### src/hdl/chme_pkg.sv
// Shared types, register/segment codes and MD5 tables for the CAN history MAC engine.
// Used by chme_ctl, chme_dp and can_history_mac_engine; no dependencies.
`default_nettype none

package chme_pkg;

   // message byte counter width (inner message is at most 114 bytes with the default parameters)
   localparam int MSG_CNT_W = 8;

   // register indexes
   localparam logic [1:0] CSR_CAN_ID   = 2'd0;
   localparam logic [1:0] CSR_KEY_LOW  = 2'd1;
   localparam logic [1:0] CSR_KEY_HIGH = 2'd2;

   // byte stream segments
   localparam logic [3:0] SEG_KEY  = 4'd0;
   localparam logic [3:0] SEG_CTR  = 4'd1;
   localparam logic [3:0] SEG_ID   = 4'd2;
   localparam logic [3:0] SEG_HIST = 4'd3;
   localparam logic [3:0] SEG_PAY  = 4'd4;
   localparam logic [3:0] SEG_DIG  = 4'd5;
   localparam logic [3:0] SEG_ONE  = 4'd6;
   localparam logic [3:0] SEG_ZERO = 4'd7;
   localparam logic [3:0] SEG_LEN  = 4'd8;

   localparam logic [7:0] IPAD = 8'h36;
   localparam logic [7:0] OPAD = 8'h5c;

   localparam logic [31:0] IV0 = 32'h67452301;
   localparam logic [31:0] IV1 = 32'hefcdab89;
   localparam logic [31:0] IV2 = 32'h98badcfe;
   localparam logic [31:0] IV3 = 32'h10325476;

   typedef struct packed {
      logic        op;
      logic [63:0] payload;
      logic [3:0]  pay_len;
      logic [31:0] recv_tag;
   } req_word_type;

   typedef struct packed {
      logic [31:0] tag_out;
      logic        ok;
      logic [3:0]  total_len;
   } rsp_word_type;

   typedef struct packed {
      logic                 load_item;
      logic                 push_byte;
      logic                 round_en;
      logic                 add_en;
      logic                 init_outer;
      logic                 finish;
      logic                 phase;
      logic [3:0]           seg;
      logic [5:0]           idx;
      logic [2:0]           hent;
      logic [5:0]           blkpos;
      logic [MSG_CNT_W-1:0] msgcnt;
      logic [5:0]           rnd;
   } ctl_cmd_type;

   typedef struct packed {
      logic [2:0] hist_count;
      logic [3:0] hent_len;
      logic [3:0] item_len;
      logic       out_full;
   } dp_sts_type;

   function automatic logic [31:0] md5_k(input logic [5:0] i);
      logic [31:0] k;
      unique case (i)
         6'd0:  k = 32'hd76aa478; 6'd1:  k = 32'he8c7b756;
         6'd2:  k = 32'h242070db; 6'd3:  k = 32'hc1bdceee;
         6'd4:  k = 32'hf57c0faf; 6'd5:  k = 32'h4787c62a;
         6'd6:  k = 32'ha8304613; 6'd7:  k = 32'hfd469501;
         6'd8:  k = 32'h698098d8; 6'd9:  k = 32'h8b44f7af;
         6'd10: k = 32'hffff5bb1; 6'd11: k = 32'h895cd7be;
         6'd12: k = 32'h6b901122; 6'd13: k = 32'hfd987193;
         6'd14: k = 32'ha679438e; 6'd15: k = 32'h49b40821;
         6'd16: k = 32'hf61e2562; 6'd17: k = 32'hc040b340;
         6'd18: k = 32'h265e5a51; 6'd19: k = 32'he9b6c7aa;
         6'd20: k = 32'hd62f105d; 6'd21: k = 32'h02441453;
         6'd22: k = 32'hd8a1e681; 6'd23: k = 32'he7d3fbc8;
         6'd24: k = 32'h21e1cde6; 6'd25: k = 32'hc33707d6;
         6'd26: k = 32'hf4d50d87; 6'd27: k = 32'h455a14ed;
         6'd28: k = 32'ha9e3e905; 6'd29: k = 32'hfcefa3f8;
         6'd30: k = 32'h676f02d9; 6'd31: k = 32'h8d2a4c8a;
         6'd32: k = 32'hfffa3942; 6'd33: k = 32'h8771f681;
         6'd34: k = 32'h6d9d6122; 6'd35: k = 32'hfde5380c;
         6'd36: k = 32'ha4beea44; 6'd37: k = 32'h4bdecfa9;
         6'd38: k = 32'hf6bb4b60; 6'd39: k = 32'hbebfbc70;
         6'd40: k = 32'h289b7ec6; 6'd41: k = 32'heaa127fa;
         6'd42: k = 32'hd4ef3085; 6'd43: k = 32'h04881d05;
         6'd44: k = 32'hd9d4d039; 6'd45: k = 32'he6db99e5;
         6'd46: k = 32'h1fa27cf8; 6'd47: k = 32'hc4ac5665;
         6'd48: k = 32'hf4292244; 6'd49: k = 32'h432aff97;
         6'd50: k = 32'hab9423a7; 6'd51: k = 32'hfc93a039;
         6'd52: k = 32'h655b59c3; 6'd53: k = 32'h8f0ccc92;
         6'd54: k = 32'hffeff47d; 6'd55: k = 32'h85845dd1;
         6'd56: k = 32'h6fa87e4f; 6'd57: k = 32'hfe2ce6e0;
         6'd58: k = 32'ha3014314; 6'd59: k = 32'h4e0811a1;
         6'd60: k = 32'hf7537e82; 6'd61: k = 32'hbd3af235;
         6'd62: k = 32'h2ad7d2bb; 6'd63: k = 32'heb86d391;
      endcase
      return k;
   endfunction

   // rotate amount by round group and round index mod 4
   function automatic logic [4:0] md5_s(input logic [1:0] grp, input logic [1:0] col);
      logic [4:0] s;
      unique case ({grp, col})
         4'd0:  s = 5'd7;  4'd1:  s = 5'd12; 4'd2:  s = 5'd17; 4'd3:  s = 5'd22;
         4'd4:  s = 5'd5;  4'd5:  s = 5'd9;  4'd6:  s = 5'd14; 4'd7:  s = 5'd20;
         4'd8:  s = 5'd4;  4'd9:  s = 5'd11; 4'd10: s = 5'd16; 4'd11: s = 5'd23;
         4'd12: s = 5'd6;  4'd13: s = 5'd10; 4'd14: s = 5'd15; 4'd15: s = 5'd21;
      endcase
      return s;
   endfunction

endpackage

`default_nettype wire

### src/hdl/chme_ctl.sv
// Sequencer for the CAN history MAC engine: walks the HMAC byte stream,
// MD5 rounds and block adds. Depends on chme_pkg.
`default_nettype none

module chme_ctl (
   input  wire logic                 clock,
   input  wire logic                 reset,
   input  wire logic                 req_valid,
   output logic                      req_stall,
   input  wire chme_pkg::dp_sts_type sts,
   output chme_pkg::ctl_cmd_type     cmd
);

   localparam logic [2:0] ST_IDLE = 3'd0;
   localparam logic [2:0] ST_FILL = 3'd1;
   localparam logic [2:0] ST_RND  = 3'd2;
   localparam logic [2:0] ST_ADD  = 3'd3;
   localparam logic [2:0] ST_DONE = 3'd4;

   logic [2:0] state_ff, state_in;
   logic       phase_ff, phase_in;
   logic       final_ff, final_in;
   logic [3:0] seg_ff, seg_in;
   logic [5:0] idx_ff, idx_in;
   logic [2:0] hent_ff, hent_in;
   logic [5:0] blkpos_ff, blkpos_in;
   logic [chme_pkg::MSG_CNT_W-1:0] msgcnt_ff, msgcnt_in;
   logic [5:0] rnd_ff, rnd_in;
   logic       emit, in_msg;

   always_comb begin
      state_in  = state_ff;
      phase_in  = phase_ff;
      final_in  = final_ff;
      seg_in    = seg_ff;
      idx_in    = idx_ff;
      hent_in   = hent_ff;
      blkpos_in = blkpos_ff;
      msgcnt_in = msgcnt_ff;
      rnd_in    = rnd_ff;
      emit      = 1'b0;
      in_msg    = 1'b0;
      cmd        = '0;
      cmd.phase  = phase_ff;
      cmd.seg    = seg_ff;
      cmd.idx    = idx_ff;
      cmd.hent   = hent_ff;
      cmd.blkpos = blkpos_ff;
      cmd.msgcnt = msgcnt_ff;
      cmd.rnd    = rnd_ff;

      unique case (state_ff)
         ST_IDLE: begin
            if (req_valid) begin
               cmd.load_item = 1'b1;
               state_in  = ST_FILL;
               phase_in  = 1'b0;
               final_in  = 1'b0;
               seg_in    = chme_pkg::SEG_KEY;
               idx_in    = '0;
               hent_in   = '0;
               blkpos_in = '0;
               msgcnt_in = '0;
            end
         end
         ST_FILL: begin
            unique case (seg_ff)
               chme_pkg::SEG_KEY: begin
                  emit = 1'b1; in_msg = 1'b1;
                  idx_in = idx_ff + 6'd1;
                  if (idx_ff == 6'd63) begin
                     seg_in = phase_ff ? chme_pkg::SEG_DIG : chme_pkg::SEG_CTR;
                     idx_in = '0;
                  end
               end
               chme_pkg::SEG_CTR: begin
                  emit = 1'b1; in_msg = 1'b1;
                  idx_in = idx_ff + 6'd1;
                  if (idx_ff == 6'd7) begin
                     seg_in = chme_pkg::SEG_ID;
                     idx_in = '0;
                  end
               end
               chme_pkg::SEG_ID: begin
                  emit = 1'b1; in_msg = 1'b1;
                  idx_in = idx_ff + 6'd1;
                  if (idx_ff == 6'd1) begin
                     seg_in  = chme_pkg::SEG_HIST;
                     idx_in  = '0;
                     hent_in = '0;
                  end
               end
               chme_pkg::SEG_HIST: begin
                  if (hent_ff >= sts.hist_count) begin
                     seg_in = chme_pkg::SEG_PAY;
                     idx_in = '0;
                  end else if (idx_ff >= {2'b00, sts.hent_len}) begin
                     hent_in = hent_ff + 3'd1;
                     idx_in  = '0;
                  end else begin
                     emit = 1'b1; in_msg = 1'b1;
                     idx_in = idx_ff + 6'd1;
                  end
               end
               chme_pkg::SEG_PAY: begin
                  if (idx_ff >= {2'b00, sts.item_len}) begin
                     seg_in = chme_pkg::SEG_ONE;
                     idx_in = '0;
                  end else begin
                     emit = 1'b1; in_msg = 1'b1;
                     idx_in = idx_ff + 6'd1;
                  end
               end
               chme_pkg::SEG_DIG: begin
                  emit = 1'b1; in_msg = 1'b1;
                  idx_in = idx_ff + 6'd1;
                  if (idx_ff == 6'd15) begin
                     seg_in = chme_pkg::SEG_ONE;
                     idx_in = '0;
                  end
               end
               chme_pkg::SEG_ONE: begin
                  emit   = 1'b1;
                  seg_in = chme_pkg::SEG_ZERO;
               end
               chme_pkg::SEG_ZERO: begin
                  if (blkpos_ff == 6'd56) begin
                     seg_in = chme_pkg::SEG_LEN;
                     idx_in = '0;
                  end else begin
                     emit = 1'b1;
                  end
               end
               chme_pkg::SEG_LEN: begin
                  emit   = 1'b1;
                  idx_in = idx_ff + 6'd1;
                  if (idx_ff == 6'd7) final_in = 1'b1;
               end
               default: seg_in = chme_pkg::SEG_KEY;
            endcase
            if (emit) begin
               cmd.push_byte = 1'b1;
               blkpos_in = blkpos_ff + 6'd1;
               if (in_msg) msgcnt_in = msgcnt_ff + {{(chme_pkg::MSG_CNT_W-1){1'b0}}, 1'b1};
               if (blkpos_ff == 6'd63) begin
                  state_in = ST_RND;
                  rnd_in   = '0;
               end
            end
         end
         ST_RND: begin
            cmd.round_en = 1'b1;
            rnd_in = rnd_ff + 6'd1;
            if (rnd_ff == 6'd63) state_in = ST_ADD;
         end
         ST_ADD: begin
            cmd.add_en = 1'b1;
            if (final_ff && !phase_ff) begin
               cmd.init_outer = 1'b1;
               phase_in  = 1'b1;
               final_in  = 1'b0;
               seg_in    = chme_pkg::SEG_KEY;
               idx_in    = '0;
               msgcnt_in = '0;
               state_in  = ST_FILL;
            end else if (final_ff) begin
               state_in = ST_DONE;
            end else begin
               state_in = ST_FILL;
            end
         end
         ST_DONE: begin
            if (!sts.out_full) begin
               cmd.finish = 1'b1;
               state_in   = ST_IDLE;
            end
         end
         default: state_in = ST_IDLE;
      endcase
   end

   assign req_stall = (state_ff != ST_IDLE);

   always_ff @(posedge clock) begin
      if (reset) begin
         state_ff  <= ST_IDLE;
         phase_ff  <= 1'b0;
         final_ff  <= 1'b0;
         seg_ff    <= chme_pkg::SEG_KEY;
         idx_ff    <= '0;
         hent_ff   <= '0;
         blkpos_ff <= '0;
         msgcnt_ff <= '0;
         rnd_ff    <= '0;
      end else begin
         state_ff  <= state_in;
         phase_ff  <= phase_in;
         final_ff  <= final_in;
         seg_ff    <= seg_in;
         idx_ff    <= idx_in;
         hent_ff   <= hent_in;
         blkpos_ff <= blkpos_in;
         msgcnt_ff <= msgcnt_in;
         rnd_ff    <= rnd_in;
      end
   end

endmodule

`default_nettype wire

### src/hdl/chme_dp.sv
// Datapath of the CAN history MAC engine: registers, history, byte source,
// MD5 block buffer and round unit, result register. Depends on chme_pkg.
`default_nettype none

module chme_dp #(
   parameter int HIST_DEPTH  = 4,
   parameter int MAX_PAYLOAD = 8,
   parameter int TAG_BYTES   = 4,
   parameter int KEY_BYTES   = 16
) (
   input  wire logic                   clock,
   input  wire logic                   reset,
   input  wire logic                   csr_we,
   input  wire logic [1:0]             csr_index,
   input  wire logic [63:0]            csr_wdata,
   input  wire chme_pkg::req_word_type req_word,
   input  wire chme_pkg::ctl_cmd_type  cmd,
   output chme_pkg::dp_sts_type        sts,
   output logic                        rsp_valid,
   input  wire logic                   rsp_stall,
   output chme_pkg::rsp_word_type      rsp_word
);

   localparam int HIDX_W = (HIST_DEPTH > 1) ? $clog2(HIST_DEPTH) : 1;
   localparam logic [31:0] TAG_MASK =
      (TAG_BYTES >= 4) ? 32'hffffffff : 32'((64'd1 << (8 * TAG_BYTES)) - 64'd1);

   logic [15:0] can_id_ff;
   logic [63:0] key_low_ff, key_high_ff;
   logic [63:0] counter_ff;
   logic [2:0]  hcount_ff;
   logic [63:0] hist_data_ff [HIST_DEPTH];
   logic [3:0]  hist_len_ff  [HIST_DEPTH];

   logic        op_ff;
   logic [63:0] data_ff, data_in;
   logic [3:0]  len_ff, len_in;
   logic [31:0] rtag_ff;

   logic [15:0][31:0] blk_ff;
   logic [3:0][31:0]  h_ff, st_ff, sum;
   logic [127:0]      dig_ff;

   logic                   rsp_valid_ff;
   chme_pkg::rsp_word_type rsp_ff, rsp_in;

   logic [7:0]   byte_val;
   logic [127:0] key_all;
   logic [2:0]   ctr_sel;
   logic [HIDX_W-1:0] hidx;

   logic [31:0] f, tsum, rot, bb, cc, dd;
   logic [3:0]  g;
   logic [4:0]  sh;
   logic [31:0] tag;
   logic        ok;

   assign key_all = {key_high_ff, key_low_ff};
   assign ctr_sel = 3'd7 - cmd.idx[2:0];
   assign hidx    = cmd.hent[HIDX_W-1:0];

   // byte source for the hash stream
   always_comb begin
      byte_val = 8'h00;
      unique case (cmd.seg)
         chme_pkg::SEG_KEY: begin
            if (cmd.idx < 6'(KEY_BYTES)) byte_val = key_all[{cmd.idx[3:0], 3'b000} +: 8];
            byte_val = byte_val ^ (cmd.phase ? chme_pkg::OPAD : chme_pkg::IPAD);
         end
         chme_pkg::SEG_CTR:  byte_val = counter_ff[{ctr_sel, 3'b000} +: 8];
         chme_pkg::SEG_ID:   byte_val = cmd.idx[0] ? can_id_ff[7:0] : can_id_ff[15:8];
         chme_pkg::SEG_HIST: byte_val = hist_data_ff[hidx][{cmd.idx[2:0], 3'b000} +: 8];
         chme_pkg::SEG_PAY:  byte_val = data_ff[{cmd.idx[2:0], 3'b000} +: 8];
         chme_pkg::SEG_DIG:  byte_val = dig_ff[{cmd.idx[3:0], 3'b000} +: 8];
         chme_pkg::SEG_ONE:  byte_val = 8'h80;
         chme_pkg::SEG_ZERO: byte_val = 8'h00;
         chme_pkg::SEG_LEN: begin
            if (cmd.idx == 6'd0)      byte_val = {cmd.msgcnt[4:0], 3'b000};
            else if (cmd.idx == 6'd1) byte_val = {5'b00000, cmd.msgcnt[7:5]};
         end
         default: byte_val = 8'h00;
      endcase
   end

   // item capture: saturate length, zero unused bytes
   always_comb begin
      len_in = (req_word.pay_len > 4'(MAX_PAYLOAD)) ? 4'(MAX_PAYLOAD)
                                                     : req_word.pay_len;
      for (int j = 0; j < 8; j++)
         data_in[8*j +: 8] = (4'(j) < len_in) ? req_word.payload[8*j +: 8] : 8'h00;
   end

   // one MD5 round
   always_comb begin
      bb = st_ff[1];
      cc = st_ff[2];
      dd = st_ff[3];
      unique case (cmd.rnd[5:4])
         2'd0: begin f = (bb & cc) | (~bb & dd); g = cmd.rnd[3:0]; end
         2'd1: begin f = (dd & bb) | (~dd & cc); g = cmd.rnd[3:0] * 4'd5 + 4'd1; end
         2'd2: begin f = bb ^ cc ^ dd;           g = cmd.rnd[3:0] * 4'd3 + 4'd5; end
         2'd3: begin f = cc ^ (bb | ~dd);        g = cmd.rnd[3:0] * 4'd7; end
      endcase
      tsum = st_ff[0] + f + chme_pkg::md5_k(cmd.rnd) + blk_ff[g];
      sh   = chme_pkg::md5_s(cmd.rnd[5:4], cmd.rnd[1:0]);
      rot  = 32'({tsum, tsum} >> (6'd32 - {1'b0, sh}));
      for (int k = 0; k < 4; k++) sum[k] = h_ff[k] + st_ff[k];
   end

   // result
   always_comb begin
      tag = h_ff[0] & TAG_MASK;
      ok  = !op_ff || ((rtag_ff & TAG_MASK) == tag);
      rsp_in.tag_out   = tag;
      rsp_in.ok        = ok;
      rsp_in.total_len = len_ff + 4'(TAG_BYTES);
   end

   // control state
   always_ff @(posedge clock) begin
      if (reset) begin
         can_id_ff    <= '0;
         key_low_ff   <= '0;
         key_high_ff  <= '0;
         counter_ff   <= '0;
         hcount_ff    <= '0;
         rsp_valid_ff <= 1'b0;
      end else begin
         if (csr_we) begin
            unique case (csr_index)
               chme_pkg::CSR_CAN_ID:   can_id_ff   <= csr_wdata[15:0];
               chme_pkg::CSR_KEY_LOW:  key_low_ff  <= csr_wdata;
               chme_pkg::CSR_KEY_HIGH: key_high_ff <= csr_wdata;
               default: ;
            endcase
         end
         if (cmd.finish) begin
            rsp_valid_ff <= 1'b1;
            if (ok) begin
               counter_ff <= counter_ff + 64'd1;
               if (hcount_ff < 3'(HIST_DEPTH)) hcount_ff <= hcount_ff + 3'd1;
            end
         end else if (!rsp_stall) begin
            rsp_valid_ff <= 1'b0;
         end
      end
   end

   // history and payload registers
   always_ff @(posedge clock) begin
      if (cmd.finish && ok) begin
         if (hcount_ff >= 3'(HIST_DEPTH)) begin
            for (int k = 0; k < HIST_DEPTH - 1; k++) begin
               hist_data_ff[k] <= hist_data_ff[k+1];
               hist_len_ff[k]  <= hist_len_ff[k+1];
            end
            hist_data_ff[HIST_DEPTH-1] <= data_ff;
            hist_len_ff[HIST_DEPTH-1]  <= len_ff;
         end else begin
            hist_data_ff[hcount_ff[HIDX_W-1:0]] <= data_ff;
            hist_len_ff[hcount_ff[HIDX_W-1:0]]  <= len_ff;
         end
      end
      if (cmd.finish) rsp_ff <= rsp_in;
      if (cmd.load_item) begin
         op_ff   <= req_word.op;
         data_ff <= data_in;
         len_ff  <= len_in;
         rtag_ff <= req_word.recv_tag;
         h_ff    <= {chme_pkg::IV3, chme_pkg::IV2, chme_pkg::IV1, chme_pkg::IV0};
         st_ff   <= {chme_pkg::IV3, chme_pkg::IV2, chme_pkg::IV1, chme_pkg::IV0};
      end else if (cmd.round_en) begin
         st_ff[0] <= dd;
         st_ff[1] <= bb + rot;
         st_ff[2] <= bb;
         st_ff[3] <= cc;
      end else if (cmd.add_en) begin
         if (cmd.init_outer) begin
            dig_ff <= sum;
            h_ff   <= {chme_pkg::IV3, chme_pkg::IV2, chme_pkg::IV1, chme_pkg::IV0};
            st_ff  <= {chme_pkg::IV3, chme_pkg::IV2, chme_pkg::IV1, chme_pkg::IV0};
         end else begin
            h_ff  <= sum;
            st_ff <= sum;
         end
      end
      if (cmd.push_byte) blk_ff[cmd.blkpos[5:2]][{cmd.blkpos[1:0], 3'b000} +: 8] <= byte_val;
   end

   assign sts.hist_count = hcount_ff;
   assign sts.hent_len   = hist_len_ff[hidx];
   assign sts.item_len   = len_ff;
   assign sts.out_full   = rsp_valid_ff;
   assign rsp_valid      = rsp_valid_ff;
   assign rsp_word       = rsp_ff;

endmodule

`default_nettype wire

### src/hdl/can_history_mac_engine.sv
// CAN history MAC engine, top level: sequencer plus datapath.
// Depends on chme_pkg, chme_ctl and chme_dp.
`default_nettype none

// Signs or verifies one CAN payload per word with HMAC-MD5 under a 128-bit
// key written through the csr_ port (index 0 CAN id, 1 key bytes 0-7,
// 2 key bytes 8-15). The MAC covers the 64-bit message counter and the CAN
// id (both big-endian), the stored history payloads oldest first and the
// current payload; the tag is the first TAG_BYTES digest bytes. A sign or
// a matching verify pushes the payload into the history (oldest dropped
// when full) and bumps the counter; a failed verify leaves state untouched.
// One word is processed at a time. Each MD5 block loads the block buffer
// one byte a cycle, then runs 64 rounds on the single round unit and one
// add; at the default depth a word always needs four blocks, two inner
// and two outer (a third inner block once key pad plus message exceeds
// 119 bytes, which takes a deeper history). Byte loading pauses at each
// stored history entry and at segment changes. The result register lets
// a new request start while the previous result waits on rsp_stall; a
// waiting result only blocks completion of the next one.
// Reset: counter zero, history empty, registers zero.

module can_history_mac_engine #(
   parameter int HIST_DEPTH  = 4,
   parameter int MAX_PAYLOAD = 8,
   parameter int TAG_BYTES   = 4,
   parameter int KEY_BYTES   = 16
) (
   input  wire logic                   clock,
   input  wire logic                   reset,
   input  wire logic                   csr_we,
   input  wire logic [1:0]             csr_index,
   input  wire logic [63:0]            csr_wdata,
   input  wire logic                   req_valid,
   output logic                        req_stall,
   input  wire chme_pkg::req_word_type req_word,
   output logic                        rsp_valid,
   input  wire logic                   rsp_stall,
   output chme_pkg::rsp_word_type      rsp_word
);

   chme_pkg::ctl_cmd_type cmd;
   chme_pkg::dp_sts_type  sts;

   // sequencer: byte stream, rounds, block adds, result handoff
   chme_ctl u_ctl (
      .clock     (clock),
      .reset     (reset),
      .req_valid (req_valid),
      .req_stall (req_stall),
      .sts       (sts),
      .cmd       (cmd)
   );

   // datapath: registers, history, block buffer, round unit, result reg
   chme_dp #(
      .HIST_DEPTH  (HIST_DEPTH),
      .MAX_PAYLOAD (MAX_PAYLOAD),
      .TAG_BYTES   (TAG_BYTES),
      .KEY_BYTES   (KEY_BYTES)
   ) u_dp (
      .clock     (clock),
      .reset     (reset),
      .csr_we    (csr_we),
      .csr_index (csr_index),
      .csr_wdata (csr_wdata),
      .req_word  (req_word),
      .cmd       (cmd),
      .sts       (sts),
      .rsp_valid (rsp_valid),
      .rsp_stall (rsp_stall),
      .rsp_word  (rsp_word)
   );

   // an accepted word keeps the engine busy on the next cycle
   a_busy_after_accept: assert property (@(posedge clock) disable iff (reset)
      (req_valid && !req_stall) |=> req_stall)
      else $error("engine not busy after accept");

   // a result is never written over one still waiting
   a_no_overwrite: assert property (@(posedge clock) disable iff (reset)
      cmd.finish |-> !sts.out_full)
      else $error("result register overwritten");

   // byte loading and rounds never overlap
   a_fill_vs_round: assert property (@(posedge clock) disable iff (reset)
      !(cmd.push_byte && (cmd.round_en || cmd.add_en)))
      else $error("block buffer written during rounds");

   // history count stays within depth
   a_hist_bound: assert property (@(posedge clock) disable iff (reset)
      sts.hist_count <= 3'(HIST_DEPTH))
      else $error("history count out of range");

endmodule

`default_nettype wire

### config.mk
export PLATFORM = sky130hd
export DESIGN_NAME = can_history_mac_engine
export DESIGN_NICKNAME = d
export VERILOG_FILES = /design/src/hdl/chme_pkg.sv /design/src/hdl/chme_ctl.sv /design/src/hdl/chme_dp.sv /design/src/hdl/can_history_mac_engine.sv
export SDC_FILE = /design/constraint.sdc
export NUM_CORES = 2
export LEC_CHECK = 0
export BUFFER_PORTS_ARGS = -buffer_cell sky130_fd_sc_hd__clkbuf_2
export CAP_MARGIN = 15
export CORE_MARGIN = 8
export CORE_UTILIZATION = 60
export CTS_CLUSTER_DIAMETER = 200
export DETAILED_ROUTE_END_ITERATION = 8
export GPL_ROUTABILITY_DRIVEN = 0
export PLACE_DENSITY = 0.77
export SLEW_MARGIN = 0
export SYNTH_ARGS = -nofsm -noshare
export SYNTH_HDL_FRONTEND = slang
export SYNTH_SLANG_ARGS = --single-unit
### constraint.sdc
create_clock -name clock -period 14.6 [get_ports clock]
set_input_delay 1.46 -clock clock [delete_from_list [all_inputs] [get_ports clock]]
set_output_delay 1.46 -clock clock [all_outputs]
set_load 0.03 [all_outputs]
# Word-level counts from Yosys, hierarchy flattened
# Memory sizes are Yosys's and may differ from the RTL's. A register that Yosys moved wholly into a read port is not among the register bits.
# Index checks and enable logic that the tools add are counted.
# W data, S select, Z words.
# totals
out_inout_bits	39
word_cells	319
inputBits	172
latchBits	0
rom_bits	2128
reg_bits	1284
mem_count	4
ram_bits	272
# mem_list
name	words	word_bits	rd	rd_ports_with_merged_regs	write_ports	line	source
(name not given)	64	32	1	1	0	chme_pkg.sv:72	unique case (i)
u_dp.hist_data_ff	4	64	4	1	4	chme_dp.sv:32	logic [63:0] hist_data_ff [HIST_DEPTH];
(name not given)	16	5	1	1	0	chme_pkg.sv:112	unique case ({grp, col})
u_dp.hist_len_ff	4	4	4	1	4	chme_dp.sv:33	logic [3:0] hist_len_ff [HIST_DEPTH];
# op_classes
n_eq_ne	47
n_addsub	21
order_cmp	18
multipliers	3
shifts	8
n_div	0
reduce_logical	37
bitwise_logic	15
mux	112
# op_table
op	n
$bwmux W512	1
$mux W128	3
$add A32 B32 Y32	8
$shiftx A128 B8 Y8	2
$shiftx A64 B7 Y8	3
$and A32 B32 Y32	4
$bmux W32 S4	1
$demux W32 S4	1
$pmux W32 S4	1
$or A32 B32 Y32	3
$xor A32 B32 Y32	3
$mux W6	15
$add A64 B1 Y64 const B	1
$mux W32	2
$mux W64	1
$mux W8	8
$not A32 Y32	2
$pmux W8 S8	1
$reduce_or A64 Y1	1
$shr A64 B6 Y32	1
$mux W4	13
$pmux W6 S8	1
$mux W3	13
$pmux W4 S9	1
other kinds (74)	171

# Logic depth before layout (Yosys ltp)
# depth
word_depth	10
ltp_mapped	46
mapped_depth_nobuf	44

# Modules after synthesis
# Synthesis repeated with hierarchy kept, for this count alone.
# unflattened
hier_cells	7322
area_unflattened_um2	83044.6
# modules_own_cells
mod	cells_each	instances	area_per_inst_um2	seq_area_each_um2
chme_dp	6972	1	80201.9	40899.2
chme_ctl	350	1	2842.7	760.7

# Worst setup path after synthesis
# OpenSTA, ideal clock, no wires.
# synth_timing
path_type	register -> register
from	register u_ctl.rnd_ff[0]
to	register u_dp.st_ff (netlist bit u_dp.bb[19])
setup_time_ns	0.120
period_less_slack_ns	10.202
n_path_buf	4
required_ns	14.480
stages_incl_launch_ff	40
arrival_time_ns	10.082
setup_slack_ns	4.398
path_cell_list	dfxtp_1 > buf_2 > xnor2_1 > xnor2_1 > clkbuf_1 > buf_1 > mux4_2 > nand2_1 > a31oi_1 > fa_1 > inv_1 > fa_1 > inv_1 > ha_1 > and3_1 > buf_2 > a221o_1 > o21bai_1 > (+4 left out) > a31oi_1 > mux2i_1 > a22oi_1 > a21oi_1 > mux2_2 > ha_1 > a21o_1 > a21o_1 > a2111oi_0 > o21ai_0 > o211ai_1 > or4b_2 > a21o_1 > a21o_1 > a21oi_1 > xor2_1 > o211ai_1 > o31a_1
# synth_between
elab_chain_len	9
word_cells_on_any_way	12
classes_between	add/sub: 4; mul: 3; shift: 1; mux: 4
# synth_rtl
element	line	source
from (decl)	chme_ctl.sv:28	logic [5:0] rnd_ff, rnd_in;
from (signal assigned)	chme_ctl.sv:204	rnd_ff <= rnd_in;
$mul A4 B2 Y4 / $mul A4 B3 Y4 (equally long branches)	chme_dp.sv:101, chme_dp.sv:100	
$add A4 B3 Y4 / $add A4 B1 Y4 (equally long branches)	chme_dp.sv:101, chme_dp.sv:100	
$pmux W4 S4 *	chme_dp.sv:98	unique case (cmd.rnd[5:4])
$bmux W32 S4 *	chme_dp.sv:104	tsum = st_ff[0] + f + chme_pkg::md5_k(cmd.rnd) + blk_ff[g];
$mux W32 (implied by the code) *	chme_dp.sv:104	
$add A32 B32 Y32 *	chme_dp.sv:104	
$shr A64 B6 Y32 *	chme_dp.sv:106	rot = 32'({tsum, tsum} >> (6'd32 - {1'b0, sh}));
$add A32 B32 Y32 *	chme_dp.sv:174	st_ff[1] <= bb + rot;
$mux W128 *	chme_dp.sv:172	end else if (cmd.round_en) begin
to (signal assigned)	chme_dp.sv:171	st_ff <= {chme_pkg::IV3, chme_pkg::IV2, chme_pkg::IV1, chme_pkg::IV0};
to (signal assigned)	chme_dp.sv:181	st_ff <= {chme_pkg::IV3, chme_pkg::IV2, chme_pkg::IV1, chme_pkg::IV0};
to (signal assigned)	chme_dp.sv:184	st_ff <= sum;
to (decl)	chme_dp.sv:41	logic [3:0][31:0] h_ff, st_ff, sum;
# Mark *: on every way between the ends. The rest lies on a longest branch, timed or not. The select of a mux whose other input is x is not followed.
# A chain may end at the register's enable or synchronous reset.

# Worst setup path in the final report
# layout_timing
from	register u_ctl.rnd_ff[0]
to	register u_dp.st_ff (netlist bit u_dp.bb[31])
# The elaborated chain is that of the path after synthesis.

==> summary.txt <==
Outcome
  • Status: finished with violations
  • Violations in the final reports: design-rule violations

Floorplan
  • DIE HEIGHT: 389.5 um
  • Top-Level Pins: 211
  • Core region area: 139000 um^2
  • Die Span X: 389.5 um
  • Initial Util: 60.21%
  • Die Area: 151700 um^2
  • Number of placement rows: 137

Logic synthesis
  • Share of synthesized cell area in full adder, half adder and majority cells: 5.578%
  • Fraction of registers with async set/reset: 0%
  • Synthesis warning total: 0
  • Synthesized-area fraction occupied by xor and xnor cells: 3.412%
  • Cell types with the largest area share after synthesis: sky130_fd_sc_hd__edfxtp_1 38%, sky130_fd_sc_hd__dfxtp_1 13%, sky130_fd_sc_hd__mux4_2 8.9%, sky130_fd_sc_hd__nand2_1 4.0%, sky130_fd_sc_hd__ha_1 3.6%
  • Area fraction in and, or, nand and nor cells after synthesis: 10.79%
  • Net count of the mapped netlist: 7870
  • Proportion of netlist area held by the largest area contributor: 37.67%
  • Area fraction in compound gates after synthesis: 13.06%
  • EDFF count, synth: 1050
  • Number of distinct library cell variants in the gate-level netlist after synthesis: 105
  • Flops & latches, synth: 1595
  • Multiplexer area fraction after synthesis: 12.96%
  • Synthesized area divided by synthesized cell count: 11.33 um^2
  • Post-synth top area cell: sky130_fd_sc_hd__edfxtp_1
  • Largest family of logic cells by synthesized area: compound AO/OA/AOI/OAI gates
  • Dominant synthesized flop cell: sky130_fd_sc_hd__edfxtp_1
  • Portion of the post-synthesis area used by sequential elements: 50.70%
  • Mapped Area: 83710 um^2
  • Number of instances in the synthesized netlist: 7391

Global route
  • First-pass GRT wire length: 382800 um
  • Largest net degree at the start of global routing: 109
  • Number of antenna violations at the first check in global routing: 22
  • Via count of the first global-routing pass: 60440
  • Grt ovf: 0
  • GR Util All Layers: 32.97%

CTS
  • Total number of clock tree sinks: 1595
  • Quantity of hold-fixing buffers added after cts: 0
  • Cells resized by post-CTS repair: 0
  • Bufs on Longest Clock Path: 3
  • Register clock-pin slew on the reported worst setup and hold paths: 60 ps
  • Clock Latency Late Sink: 830 ps
  • Clock root buffer: sky130_fd_sc_hd__clkbuf_16
  • Clock tree from TritonCTS: built
  • Total setup buffers inserted after CTS: 0
  • Number of buffers created by CTS: 161
  • H-tree depth reported by CTS: 4

Pwr
  • Part of the power in the clock network: 42.6%
  • Switching portion of total power: 24.43%
  • Power density over the cells: 109.0 nW/um^2
  • Leakage: 0.03292 uW
  • Worst vdd ir: 156.2 uV
  • Cell Int Power: 7594 uW
  • Switching power total: 2455 uW
  • Reg power frac: 48.6%
  • Post-layout power: 10050 uW
  • Logic gate share of total power: 8.8%

Layout
  • Total number of nets in the final design: 7922
  • Commonest non-fill, non-tap cell in the layout: sky130_fd_sc_hd__edfxtp_1
  • Signed area change from the synthesized netlist to the final layout: 10.11%
  • Commonest cells after routing, fill and taps aside: 1050 x sky130_fd_sc_hd__edfxtp_1, 895 x sky130_fd_sc_hd__nand2_1, 586 x sky130_fd_sc_hd__a21oi_1, 537 x sky130_fd_sc_hd__dfxtp_1, 482 x sky130_fd_sc_hd__nor2_1
  • Final-layout fill cell count: 10020
  • Layout cells sized above 1: 16.47%
  • Fin area: 92170 um^2

Drt
  • Routed length per instance: 27.30 um
  • Residual antenna-violating net count after detailed routing: 0
  • Number of vias after detailed routing: 63970
  • Final routed wirelength across all metal layers: 258600 um
  • Number of remaining DRC errors: 6
  • TritonRoute pass-1 iters: 9
  • Vias per cell: 6.752
  • DRC violation total after the first TritonRoute iteration: 9952

Worst setup path
  • CP required: 15260 ps
  • Arrival time worst endpoint: 12710 ps
  • Worst R2R Setup Slack: 2550 ps
  • Worst stage delay on the critical path: 690 ps
  • Most repeated library cell on the critical path: sky130_fd_sc_hd__inv_1
  • Highest fanout seen on the critical path: 30
  • Slowest cell on crit path: sky130_fd_sc_hd__o311ai_1
  • Critical path launch point type: flop
  • Crit end category: flop
  • Worst setup path class: reg2reg

Timing
  • Fin Setup TNS: 0 ps
  • Max Clk Rate: 0.08298 GHz
  • Count of final max-slew check failures: 0
  • Worst hold slack: 448.0 ps
  • Final hold viol count: 0
  • Setup-violating endpoint count in the final report: 0
  • Transition time at the pin with the least slew margin: 1278 ps
  • Normalized max-slew margin: 14.48%
  • Unrepaired setup endpoints after global routing: no
  • Worst clock skew on the final layout: 66.41 ps
  • Final clock period utilization by the worst path: 82.55%
  • Shortest period the worst path allows: 12050 ps

Place
  • DP HPWL: 177600 um
  • Number of buffers inserted by port buffering: 210
  • Total placed instance area: 86520 um^2

Flow run
  • Max-capacitance violation count: 0

Min path
  • Min-delay worst type: reg2reg
-- cell type report --
type | instances | area (um^2) | area share, %
tap | 1876 | 2347 | 2.547
clock buffer | 205 | 4327 | 4.694
clock inverter | 93 | 1129 | 1.224
sequential | 1595 | 42470 | 46.08
multi-input combinational | 5035 | 38560 | 41.83
antenna | 20 | 50.05 | 0.05430
timing repair buffer | 338 | 2111 | 2.290
inverter | 312 | 1179 | 1.279
-- cell families after synthesis --
group,count (synthesis)
AND/OR/NAND/NOR,2030
AO/OA/AOI/OAI,1702
XOR/XNOR,323
adder cells (fa/ha/maj),338
buffers and inverters,761
multiplexers,642
flip-flops,1595
-- routing by layer --
layer / track usage (%) / up-vias / routed length [um]
li1: - / 27590 / -
met3: 9.858 / 930 / 33090
met5: 0 / - / 33
met1: 43.23 / 31130 / 94910
met2: 49.65 / 4311 / 114000
met4: 17.43 / 4 / 16620
-- worst max-delay path, delay by kind of cell, from the launching register on --
family	cells	cell delay (ps)
xor gates and xnor gates	3	520
AOI/OAI and AO/OA	19	5960
DFF	1	570
buffers and inverters	5	380
adders and majority gates	7	2590
and+or+nand+nor	8	1580
muxes	1	330
-- state kept, by name, indices dropped and copies added (netlist names), 8 cells and up, named ones only --
register and cells:
u_dp.blk_ff 512, u_dp.hist_data_ff 256, u_dp.rsp_word 37, u_dp.rtag_ff 32, u_dp.data_ff 64, u_dp.key_high_ff 64, u_dp.st_ff 32, u_dp.cc 32
u_dp.counter_ff 64, u_dp.key_low_ff 64, u_dp.tag 32, u_dp.hist_len_ff 16, u_ctl.msgcnt_ff 8, u_dp.h_ff 96, u_dp.can_id_ff 16, u_dp.dig_ff 128
u_dp.bb 32, u_dp.dd 32
-- path summary, 6_finish.rpt --
kind	from	to	cells after the start
worst max-delay path	u_ctl.rnd_ff[0]	u_dp.bb[31]	43
worst min-delay path	u_dp.h_ff[93]	u_dp.h_ff[93]	2
worst max register to register	u_ctl.rnd_ff[0]	u_dp.bb[31]	43
worst min register to register	u_dp.h_ff[93]	u_dp.h_ff[93]	2
-- Yosys cell counts, drive strengths merged (18+ instances only) --
| cell | instances |
|---|---|
| a211o | 19 |
| a211oi | 82 |
| a21o | 100 |
| a21oi | 587 |
| a221oi | 22 |
| a22oi | 38 |
| a31oi | 160 |
| and2 | 63 |
| and3 | 56 |
| buf | 111 |
| clkbuf | 338 |
| dfxtp | 545 |
| edfxtp | 1050 |
| fa | 69 |
| ha | 238 |
| inv | 308 |
| maj3 | 31 |
| mux2 | 221 |
| mux2i | 91 |
| mux4 | 330 |
| nand2 | 898 |
| nand2b | 45 |
| nand3 | 152 |
| nand4 | 21 |
| nor2 | 488 |
| nor2b | 105 |
| nor3 | 96 |
| nor4 | 19 |
| o211ai | 82 |
| o21a | 52 |
| o21ai | 258 |
| o21bai | 18 |
| o221a | 30 |
| o22ai | 42 |
| o311ai | 22 |
| or3 | 40 |
| xnor2 | 158 |
| xor2 | 163 |
-- power by group through the flow --
stage | logic [uW] | clock network, uW | registers, uW
6_report | 884 | 4280 | 4880
5_1_grt | 940 | 4470 | 4890
3_5_place_dp | 845 | 0 | 4980
4_1_cts | 854 | 4300 | 4880
3_3_place_gp | 830 | 0 | 4980
2_1_floorplan | 599 | 0 | 4950
-- through the flow --
| step | instances | utilization (%) | setup WS, ps |
|---|---|---|---|
| after floorplan | 7391 | - | 4398 |
| after global placement | 9143 | 62.23 | 3303 |
| after detailed placement | 9144 | 62.24 | 2908 |
| after CTS | 9442 | 66.16 | 2742 |
| after global routing | 9463 | 66.28 | 1731 |
| final | 9474 | 66.30 | 2548 |
Note: power is estimated with default switching activity, not from simulation.
